===== src/design/voltage_lut_interpolator_top_defines.svh =====
// ----------------------------------------------------------------------------
// Voltage LUT interpolator assertion macros
// Concurrent check macros shared by the RTL; NO_ASSERTIONS compiles them out.
// ----------------------------------------------------------------------------
`ifndef VOLTAGE_LUT_INTERPOLATOR_TOP_DEFINES_SVH
`define VOLTAGE_LUT_INTERPOLATOR_TOP_DEFINES_SVH

`ifndef NO_ASSERTIONS
// Same-cycle implication, sampled on clk, off during reset
`define VLI_ASSERT_NOW(lbl, ante, cons) \
    lbl: assert property (@(posedge clk) disable iff (!rst_n) (ante) |-> (cons)) \
        else $error("voltage_lut_interpolator: check failed");
// Next-cycle implication, sampled on clk, off during reset
`define VLI_ASSERT_NEXT(lbl, ante, cons) \
    lbl: assert property (@(posedge clk) disable iff (!rst_n) (ante) |=> (cons)) \
        else $error("voltage_lut_interpolator: check failed");
`else
`define VLI_ASSERT_NOW(lbl, ante, cons)
`define VLI_ASSERT_NEXT(lbl, ante, cons)
`endif

`endif


===== src/design/vli_pkg.sv =====
// ----------------------------------------------------------------------------
// Voltage LUT interpolator package
// Widths, the measured compensation table and shared control types.
// ----------------------------------------------------------------------------
package vli_pkg;

    // Field widths (Q16 volts)
    localparam int VOLT_W   = 21;
    localparam int MAG_W    = 20;
    localparam int POS_W    = 24;
    localparam int FRAC_W   = 16;
    localparam int TVAL_W   = 20;
    localparam int TIDX_W   = 8;

    // Saturation limit, plus/minus 12 V
    localparam logic signed [VOLT_W-1:0] VOLT_MAX = 21'sd786432;

    // Default number of table positions
    localparam int TABLE_ENTRIES_DEF = 51;

    // Entries actually stored; positions past them read the last one
    localparam int STORED_ENTRIES = 51;
    localparam int STORED_IDX_W   = $clog2(STORED_ENTRIES);

    // Measured drive voltages in Q16, 0.1 V apart from 0 V
    localparam logic [TVAL_W-1:0] MEASURED_Q16 [STORED_ENTRIES] = '{
        20'd111,    20'd111,    20'd111,    20'd193,    20'd482,
        20'd931,    20'd2844,   20'd8756,   20'd18553,  20'd32883,
        20'd43670,  20'd54264,  20'd67895,  20'd77857,  20'd89457,
        20'd99877,  20'd109117, 20'd117768, 20'd129401, 20'd137691,
        20'd146080, 20'd156828, 20'd164725, 20'd172491, 20'd181600,
        20'd191365, 20'd198705, 20'd206111, 20'd215613, 20'd222691,
        20'd229638, 20'd238813, 20'd246088, 20'd252838, 20'd261816,
        20'd268567, 20'd275251, 20'd284099, 20'd290849, 20'd297599,
        20'd306315, 20'd313328, 20'd320012, 20'd328532, 20'd330498,
        20'd338297, 20'd347668, 20'd354419, 20'd361759, 20'd370344,
        20'd376963
    };

    // Table read with clamp to the last stored entry
    function automatic logic [TVAL_W-1:0] table_at(input logic [TIDX_W-1:0] i);
        logic [TIDX_W-1:0] c;
        c = (i >= TIDX_W'(STORED_ENTRIES - 1)) ? TIDX_W'(STORED_ENTRIES - 1) : i;
        return MEASURED_Q16[c[STORED_IDX_W-1:0]];
    endfunction

    // Pipeline control from the top level
    typedef struct packed {
        logic advance;
        logic mirror;
    } vli_ctrl_t;

endpackage


===== src/design/vli_pipe.sv =====
// ----------------------------------------------------------------------------
// Voltage LUT interpolator pipeline
// Five-stage datapath: saturate/fold, position, table read, multiply, output.
// ----------------------------------------------------------------------------
module vli_pipe #(
    parameter int TABLE_ENTRIES = vli_pkg::TABLE_ENTRIES_DEF
) (
    input  logic                              clk,
    input  logic                              rst_n,
    input  vli_pkg::vli_ctrl_t                ctrl,
    input  logic                              in_valid,
    input  logic signed [vli_pkg::VOLT_W-1:0] in_volt,
    output logic                              out_valid,
    output logic signed [vli_pkg::VOLT_W-1:0] out_volt,
    output logic                              out_used
);

    localparam int IDX_W = $clog2(TABLE_ENTRIES);
    localparam logic [vli_pkg::POS_W-1:0] SPAN =
        vli_pkg::POS_W'((TABLE_ENTRIES - 1) * 65536);
    localparam logic signed [37:0] PROD_HALF = 38'sd32768;

    // Stage valid bits
    logic s1_valid_reg, s2_valid_reg, s3_valid_reg, s4_valid_reg, s5_valid_reg;

    // Stage payloads
    logic [vli_pkg::MAG_W-1:0]     s1_mag_reg, s2_mag_reg, s3_mag_reg, s4_mag_reg;
    logic                          s1_neg_reg, s2_neg_reg, s3_neg_reg, s4_neg_reg;
    logic                          s2_pass_reg, s3_pass_reg, s4_pass_reg;
    logic [IDX_W-1:0]              s2_idx_reg;
    logic [vli_pkg::FRAC_W-1:0]    s2_frac_reg, s3_frac_reg;
    logic signed [vli_pkg::VOLT_W-1:0] s3_m0_reg, s4_m0_reg;
    logic signed [vli_pkg::VOLT_W-1:0] s3_diff_reg;
    logic signed [21:0]            s4_step_reg;
    logic signed [vli_pkg::VOLT_W-1:0] s5_volt_reg;
    logic                          s5_used_reg;

    // Stage 1: saturate, fold negative commands to a magnitude
    logic signed [vli_pkg::VOLT_W-1:0] sat_v;
    logic signed [vli_pkg::VOLT_W-1:0] abs_v;
    logic                              s1_neg_next;
    logic [vli_pkg::MAG_W-1:0]         s1_mag_next;
    always_comb
    begin
        if (in_volt > vli_pkg::VOLT_MAX)
            sat_v = vli_pkg::VOLT_MAX;
        else if (in_volt < -vli_pkg::VOLT_MAX)
            sat_v = -vli_pkg::VOLT_MAX;
        else
            sat_v = in_volt;
        s1_neg_next = sat_v[vli_pkg::VOLT_W-1] & ctrl.mirror;
        // non-mirrored zero or negative reads table entry zero
        if (s1_neg_next)
            abs_v = -sat_v;
        else if (sat_v[vli_pkg::VOLT_W-1])
            abs_v = '0;
        else
            abs_v = sat_v;
        s1_mag_next = abs_v[vli_pkg::MAG_W-1:0];
    end

    // Stage 2: table position = 10 * magnitude
    logic [vli_pkg::POS_W-1:0] pos;
    assign pos = (vli_pkg::POS_W'(s1_mag_reg) << 3) + (vli_pkg::POS_W'(s1_mag_reg) << 1);

    // Stage 3: neighbor entries and their difference
    logic [vli_pkg::TIDX_W-1:0]        idx0, idx1;
    logic signed [vli_pkg::VOLT_W-1:0] m0, m1;
    always_comb
    begin
        idx0 = vli_pkg::TIDX_W'(s2_idx_reg);
        idx1 = idx0 + vli_pkg::TIDX_W'(1);
        m0   = $signed({1'b0, vli_pkg::table_at(idx0)});
        m1   = $signed({1'b0, vli_pkg::table_at(idx1)});
    end

    // Stage 4: rounded step, half toward plus infinity
    logic signed [16:0] frac_s;
    logic signed [37:0] prod;
    always_comb
    begin
        frac_s = $signed({1'b0, s3_frac_reg});
        prod   = s3_diff_reg * frac_s + PROD_HALF;
    end

    // Stage 5: add, restore sign, select pass-through
    logic signed [22:0]                sum, sum_s;
    logic signed [vli_pkg::VOLT_W-1:0] pass_v;
    always_comb
    begin
        sum    = 23'(s4_m0_reg) + 23'(s4_step_reg);
        sum_s  = s4_neg_reg ? -sum : sum;
        pass_v = s4_neg_reg ? -$signed({1'b0, s4_mag_reg}) : $signed({1'b0, s4_mag_reg});
    end

    // Valid bits
    always_ff @(posedge clk or negedge rst_n)
    begin
        if (!rst_n)
        begin
            s1_valid_reg <= 1'b0;
            s2_valid_reg <= 1'b0;
            s3_valid_reg <= 1'b0;
            s4_valid_reg <= 1'b0;
            s5_valid_reg <= 1'b0;
        end
        else if (ctrl.advance)
        begin
            s1_valid_reg <= in_valid;
            s2_valid_reg <= s1_valid_reg;
            s3_valid_reg <= s2_valid_reg;
            s4_valid_reg <= s3_valid_reg;
            s5_valid_reg <= s4_valid_reg;
        end
    end

    // Payload registers, all held while stalled
    always_ff @(posedge clk)
    begin
        if (ctrl.advance)
        begin
            s1_mag_reg  <= s1_mag_next;
            s1_neg_reg  <= s1_neg_next;

            s2_mag_reg  <= s1_mag_reg;
            s2_neg_reg  <= s1_neg_reg;
            s2_pass_reg <= (pos >= SPAN);
            s2_idx_reg  <= pos[vli_pkg::FRAC_W +: IDX_W];
            s2_frac_reg <= pos[vli_pkg::FRAC_W-1:0];

            s3_mag_reg  <= s2_mag_reg;
            s3_neg_reg  <= s2_neg_reg;
            s3_pass_reg <= s2_pass_reg;
            s3_frac_reg <= s2_frac_reg;
            s3_m0_reg   <= m0;
            s3_diff_reg <= m1 - m0;

            s4_mag_reg  <= s3_mag_reg;
            s4_neg_reg  <= s3_neg_reg;
            s4_pass_reg <= s3_pass_reg;
            s4_m0_reg   <= s3_m0_reg;
            s4_step_reg <= prod[37:16];

            s5_volt_reg <= s4_pass_reg ? pass_v : sum_s[vli_pkg::VOLT_W-1:0];
            s5_used_reg <= ~s4_pass_reg;
        end
    end

    assign out_valid = s5_valid_reg;
    assign out_volt  = s5_volt_reg;
    assign out_used  = s5_used_reg;

endmodule


===== src/design/voltage_lut_interpolator_top.sv =====
// ----------------------------------------------------------------------------
// Voltage LUT interpolator
// Compensated drive voltage by linear interpolation of a measured table.
// ----------------------------------------------------------------------------
//  channel     signals                                   direction
//  target      target_valid, target_stall, cmd_voltage   request in
//  corrected   corrected_valid, corrected_stall,
//              drive_voltage, table_used                 request out
//  config      cfg_write_en, cfg_write_data (mirror)      write only
//
//  One request per cycle while corrected_stall does not hold the pipeline;
//  each result passes through the five pipeline stages (fold, position,
//  table read, multiply, output register); the multiply sits alone in its stage.
//  Reset clears all valid bits and sets mirror mode on.
//  corrected_stall freezes every stage and raises target_stall in the
//  same cycle while a result is waiting.
// ----------------------------------------------------------------------------
`include "voltage_lut_interpolator_top_defines.svh"

module voltage_lut_interpolator_top #(
    parameter int TABLE_ENTRIES = vli_pkg::TABLE_ENTRIES_DEF
) (
    input  logic                              clk,
    input  logic                              rst_n,
    input  logic                              cfg_write_en,
    input  logic                              cfg_write_data,
    input  logic                              target_valid,
    output logic                              target_stall,
    input  logic signed [vli_pkg::VOLT_W-1:0] cmd_voltage,
    output logic                              corrected_valid,
    input  logic                              corrected_stall,
    output logic signed [vli_pkg::VOLT_W-1:0] drive_voltage,
    output logic                              table_used
);

    logic               mirror_reg;
    vli_pkg::vli_ctrl_t ctrl;

    // Mirror mode register
    always_ff @(posedge clk or negedge rst_n)
    begin
        if (!rst_n)
            mirror_reg <= 1'b1;
        else if (cfg_write_en)
            mirror_reg <= cfg_write_data;
    end

    // Pipeline moves unless a finished result is held
    always_comb
    begin
        ctrl.advance = ~(corrected_valid & corrected_stall);
        ctrl.mirror  = mirror_reg;
    end
    assign target_stall = ~ctrl.advance;

    vli_pipe #(
        .TABLE_ENTRIES(TABLE_ENTRIES)
    ) u_pipe (
        .clk      (clk),
        .rst_n    (rst_n),
        .ctrl     (ctrl),
        .in_valid (target_valid),
        .in_volt  (cmd_voltage),
        .out_valid(corrected_valid),
        .out_volt (drive_voltage),
        .out_used (table_used)
    );

    // Checks
    `VLI_ASSERT_NOW(a_stall_source, target_stall, corrected_valid && corrected_stall)
    `VLI_ASSERT_NOW(a_pass_nonzero, corrected_valid && !table_used, drive_voltage != 21'sd0)
    `VLI_ASSERT_NEXT(a_stall_freeze, corrected_valid && corrected_stall, corrected_valid && $stable(table_used))

endmodule


===== config.mk =====
export PLATFORM = sky130hd
export DESIGN_NAME = voltage_lut_interpolator_top
export DESIGN_NICKNAME = d
export VERILOG_FILES = /design/src/design/vli_pkg.sv /design/src/design/vli_pipe.sv /design/src/design/voltage_lut_interpolator_top.sv
export VERILOG_INCLUDE_DIRS = /design/src /design/src/design
export SDC_FILE = /design/constraint.sdc
export NUM_CORES = 1
export LEC_CHECK = 0
export ABC_AREA = 1
export BUFFER_PORTS_ARGS = -buffer_cell sky130_fd_sc_hd__buf_2
export CORE_MARGIN = 2
export CORE_UTILIZATION = 40
export DETAILED_ROUTE_END_ITERATION = 6
export MAX_ROUTING_LAYER = met4
export PLACE_DENSITY_LB_ADDON = 0.2
export SLEW_MARGIN = 20
export SYNTH_ARGS = -nofsm -noshare
export SYNTH_HDL_FRONTEND = slang
export SYNTH_SLANG_ARGS = --single-unit
export TNS_END_PERCENT = 30

===== constraint.sdc =====
create_clock -name clk -period 9.3 [get_ports clk]
set_clock_uncertainty 0.15 [all_clocks]
set_input_delay 0.93 -clock clk [delete_from_list [all_inputs] [get_ports clk]]
set_output_delay 0.93 -clock clk [all_outputs]
set_load 0.005 [all_outputs]

# Word level (Yosys, flattened, before mapping)
# Memory sizes are Yosys's and may differ from the RTL's.
# Cells that the tools add are included.
dict set report op_classes {
  bitwise_logic 5
  n_reduce_logical 0
  order_cmp 7
  multipliers 1
  shifts 0
  div 0
  eq_ne 0
  add_sub_neg 8
  muxes 13
}
# op n
set op_table {}
lappend op_table {{2-to-1 mux 20 bit} 6}
lappend op_table {{2-to-1 mux 21 bit} 5}
lappend op_table {{adder 37 x 17 -> 37 bit (second input constant)} 1}
lappend op_table {{multiplier 21 x 17 -> 37 bit} 1}
lappend op_table {{adder 23 x 21 -> 24 bit} 1}
lappend op_table {{>= comparator 24 x 22 -> 1 bit (second input constant)} 1}
lappend op_table {{adder 21 bit} 1}
lappend op_table {{> comparator 21 bit (second input constant)} 1}
lappend op_table {{less-than comparator 21 bit (second input constant)} 1}
lappend op_table {{negation 20 -> 21 bit} 1}
lappend op_table {{negation 21 bit} 1}
lappend op_table {{subtractor 20 x 20 -> 21 bit} 1}
lappend op_table {{negation 20 bit} 1}
lappend op_table {{>= comparator 7 bit (second input constant)} 2}
lappend op_table {{NOT 6 -> 7 bit} 2}
lappend op_table {{2-to-1 mux 6 bit} 2}
lappend op_table {{adder 6 x 1 -> 7 bit (second input constant)} 1}
lappend op_table {{>= comparator 7 x 6 -> 1 bit (second input constant)} 1}
lappend op_table {{>= comparator 6 bit (second input constant)} 1}
lappend op_table {{bitwise AND 1 bit} 2}
lappend op_table {{NOT 1 bit} 1}
dict set report word_totals {
  ram_bits 0
  rom_bits 2560
  input_bits 27
  latchBits 0
  reg_bits 235
  memories 2
}
# name words word_bits read_ports rd_ports_with_merged_regs write_ports line
set memory_table {}
lappend memory_table {{(no name shown)} 64 20 1 0 0 vli_pkg.sv:44} ;# return MEASURED_Q16[c[STORED_IDX_W-1:0]];
lappend memory_table {{(no name shown)} 64 20 1 0 0 vli_pkg.sv:44}

# Depth between registers and ports, before layout
dict set report depth {
  depth_word 8
  depth_mapped 29
}

# By module
# Synthesis repeated with hierarchy kept, for this count alone.
dict set report unflattened {
  hier_cells 3380
  hier_area_um2 27068.5
}
# mod seq_area_each_um2 area_each_um2 cells_per_inst n_inst
set modules_own_cells {}
lappend modules_own_cells {vli_pipe 6761.5 27019.7 3373 1}
lappend modules_own_cells {voltage_lut_interpolator_top 26.3 48.8 7 1}

# Worst setup path before layout
# No wires, ideal clock.
dict set report synth_path {
  path_type {in2out}
  from {input corrected_stall}
  to {output target_stall}
  n_path_buf 0
  t_arrival_ns 6.293
  cell_stages 2
  path_slack_ns 1.927
  cell_sequence {nand2_1 -> inv_1}
}
dict set report synth_between {
  elab_chain_cells 1
}
# item line
set synth_lines {}
lappend synth_lines {{start, declared} voltage_lut_interpolator_top.sv:31} ;# input logic corrected_stall,
lappend synth_lines {{bitwise AND 1 bit} voltage_lut_interpolator_top.sv:51} ;# ctrl.advance = ~(corrected_valid & corrected_stall);
lappend synth_lines {{end, declared} voltage_lut_interpolator_top.sv:28} ;# output logic target_stall,
# No other way between the ends.

# Final worst setup path
dict set report layout_path {
  from {register u_pipe.s3_frac_reg[3] in the netlist's numbering}
  to {register u_pipe.s4_step_reg[18] (data pin)}
}
dict set report layout_between {
  elab_chain_cells 2
}
# item line
set layout_lines {}
lappend layout_lines {{start, declared} vli_pipe.sv:31} ;# logic [vli_pkg::FRAC_W-1:0] s2_frac_reg, s3_frac_reg;
lappend layout_lines {{start signal, assigned} vli_pipe.sv:134} ;# s3_frac_reg <= s2_frac_reg;
lappend layout_lines {{multiplier 21 x 17 -> 37 bit} vli_pipe.sv:83} ;# prod = s3_diff_reg * frac_s + PROD_HALF;
lappend layout_lines {{adder 37 x 17 -> 37 bit} vli_pipe.sv:83}
lappend layout_lines {{net u_pipe.prod[34]} vli_pipe.sv:79} ;# logic signed [37:0] prod;
lappend layout_lines {{end signal, assigned} vli_pipe.sv:142} ;# s4_step_reg <= prod[37:16];
lappend layout_lines {{end, declared} vli_pipe.sv:34} ;# logic signed [21:0] s4_step_reg;
# The timed path passes the listed nets, and every way through them passes these cells.
# A chain may end at the register's enable or synchronous reset.

==> impl_metrics.tcl <==
set metrics [dict create \
    synth_ff_type "edfxtp_1" \
    antenna_found_initial 1 \
    finalSetupViolations 0 \
    num_vias 21740 \
    crit_path_start_kind "register" \
    post_cts_buffers 0 \
    cts_buffer_depth 3 \
    insertion_delay_ns 0.54 \
    antenna_cells 0 \
    grt_max_degree 80 \
    maxSlewViolCount 0 \
    syn_inst 3425 \
    cts_buffers 25 \
    fin_crit_ns 6.690 \
    cp_max_fo 21 \
    initial_core_util 0.4043 \
    hold_buffers 0 \
    die_x_um 264.8 \
    drt-initial-drc-count 1610 \
    fp-row-count 95 \
    relSlewSlack 0.2200 \
    ys_ff_latch 227 \
    place_congestion 0.9449 \
    clkTransAtPathRegs_ns 0.07 \
    async_reset_ff_frac 0.02643 \
    drt-total-wl_um 73100 \
    coreArea_um2 67280 \
    fin_crit_sh 0.7193 \
    rsz0062_at_grt "false" \
    final_area_um2 29040 \
    track_usage 0.2188 \
    post_dp_cell_area_um2 28230 \
    cp-end-kind "register" \
    ant_nets 0 \
    maxCapViolCount 0 \
    drc 0 \
    grt_pass1_vias 21420 \
    cp.arrival_ns 6.84 \
    hold_viol 0 \
    status "finished clean" \
    dieArea_um2 70100 \
    io_pins 51 \
    fin_util 0.4316 \
    nets 3954 \
    finalSetupTns_ns 0 \
    max_freq_ghz 0.1495 \
    synth_edf_count 221 \
    globalRouteOverflowTotal 0 \
    worst_slack_ns 2.610 \
    htreeDepth 1 \
    cp.required_ns 9.45 \
    cts-root-buf "clkbuf_16" \
    tightest_slew_ns 1.170 \
    portBuffers 50 \
    cts.sink_count 227 \
    dp_slack_ns 2.656 \
    ys.warnings.count 0 \
    dp.final_hpwl_um 58280 \
    syn_area_per_cell_um2 7.942 \
    synth.distinct_cells 58 \
    via_per_inst 5.038 \
    syn-cell-area_um2 27200 \
    crit_type "register to register" \
    synthToLayoutAreaGrowth_pct 6.762 \
    cts_resized 0 \
    die_h_um 264.8 \
    drive_above_1_share 0.04156 \
    dr.pass1.iters 5 \
    grt_pass1_wl_um 118700 \
    hold_class "input port to async pin" \
    wl_per_cell_um 16.95 \
    synth_seq_area_share 0.2496 \
    cts_tree "done" \
    syn_nets 3957 \
]
==> cells in the final DEF (no fill, tap or decap), types with 6 or more instances in the layout <==
cell type / n
nand2_1: 876
a21o_1: 12
inv_2: 6
o21ai_1: 11
clkbuf_16: 25
o21ai_0: 151
nor2_1: 185
buf_2: 50
o21bai_1: 8
o21a_1: 9
nand3b_1: 9
buf_4: 12
edfxtp_1: 221
ha_1: 197
a21oi_1: 160
nand3_1: 149
nor3_1: 41
inv_1: 775
o22ai_1: 10
o211ai_1: 24
fa_1: 308
xnor2_1: 25
nand2_2: 7
nand4_1: 29
xor2_1: 37
a31oi_1: 16
nor4_1: 8
nor2_2: 7
==> worst max-delay path, stage by stage (launching register included) <==
cell and delay [ns]:
edfxtp_1 0.96, nand2_1 0.21, fa_1 0.62, inv_1 0.13
fa_1 0.91, fa_1 0.52, fa_1 0.47, fa_1 0.54
inv_1 0.05, fa_1 0.52, inv_1 0.04, ha_1 0.35
a21oi_1 0.23, o21ai_0 0.16, nand2_1 0.09, o211ai_1 0.09
a31oi_1 0.20, nand2_1 0.08, nand2_1 0.06, nand2_1 0.04
==> final timing paths <==
check / slack [ns] / from / to / depth (start not counted)
worst max-delay path: 2.61 / u_pipe.s3_frac_reg[3] / u_pipe.s4_step_reg[18] / 19
worst min-delay path: 0.06 / rst_n / u_pipe.out_valid / 1
worst max register to register: 2.61 / u_pipe.s3_frac_reg[3] / u_pipe.s4_step_reg[18] / 19
worst min register to register: 0.26 / u_pipe.s3_pass_reg / u_pipe.s4_pass_reg / 0
max in group asynchronous: 8.72 / rst_n / mirror_reg / 1
min in group clk: 0.26 / u_pipe.s3_pass_reg / u_pipe.s4_pass_reg / 0
==> synth_stat cells, types with 3 or more instances <==
master	instances	share of area
buf_4	3	0.00083
o21bai_1	8	0.0022
nor4_1	8	0.0018
o21ai_1	11	0.0020
inv_2	6	0.00083
a21oi_1	160	0.029
nand2_1	877	0.12
o21a_1	9	0.0025
xor2_1	37	0.012
nor3_1	41	0.0075
buf_6	5	0.0021
nand3b_1	9	0.0025
nand4_1	29	0.0067
nor2_2	7	0.0016
dfrtp_1	5	0.0046
a31oi_1	16	0.0037
nor2_4	4	0.0017
edfxtp_1	221	0.24
clkbuf_1	71	0.0098
xnor2_1	25	0.0081
o31ai_1	4	0.0011
nand2_2	7	0.0016
fa_1	308	0.23
clkinv_1	3	0.00041
a21o_1	12	0.0033
inv_1	775	0.11
buf_2	13	0.0024
ha_1	197	0.091
o22ai_1	10	0.0023
nor2_1	185	0.026
o21ai_0	151	0.028
o211ai_1	24	0.0066
nor3b_1	3	0.00083
nand3_1	149	0.027
nand2_4	3	0.0012
a211oi_1	3	0.00083
==> cells by family after synthesis <==
logic type | count (synthesis) | share of synthesized area
DFF | 227 | 0.2496
xor gates and xnor gates | 63 | 0.02056
adders and majority gates | 505 | 0.3173
and+or+nand+nor | 1328 | 0.2017
buffers and inverters | 877 | 0.1235
AOI/OAI and AO/OA | 425 | 0.08736
==> per-stage QoR <==
stage               cells  hold slack [ns]
global placement     4268           0.2513
detailed placement   4268           0.2545
CTS                  4314          0.04190
finish               4314          0.06031
floorplan            3425           0.2503
global route         4314          0.04746
==> metal layers <==
layer  share of wire  wire, µm  vias up  global-route usage
met5               0         0        -                   -
met4           0.018      1291        0             0.03512
met3           0.042      3055       86             0.01431
met2            0.46     33720      501              0.3512
met1            0.48     35030    10470              0.3114
li1                -         -    10680                   -
==> cell type report <==
| cell class | instances | area [µm²] |
|---|---|---|
| inverters | 785 | 2949 |
| repair buffers | 62 | 340.3 |
| flip-flops and latches | 227 | 6788 |
| clock inverters | 18 | 172.7 |
| fillers | 6904 | 38240 |
| well taps | 873 | 1092 |
| multi-input cells | 2321 | 17060 |
| clock buffers | 28 | 636.9 |
Power is not shown: default switching activity piles up to over one toggle a cycle in this logic, so the estimate is an artifact.
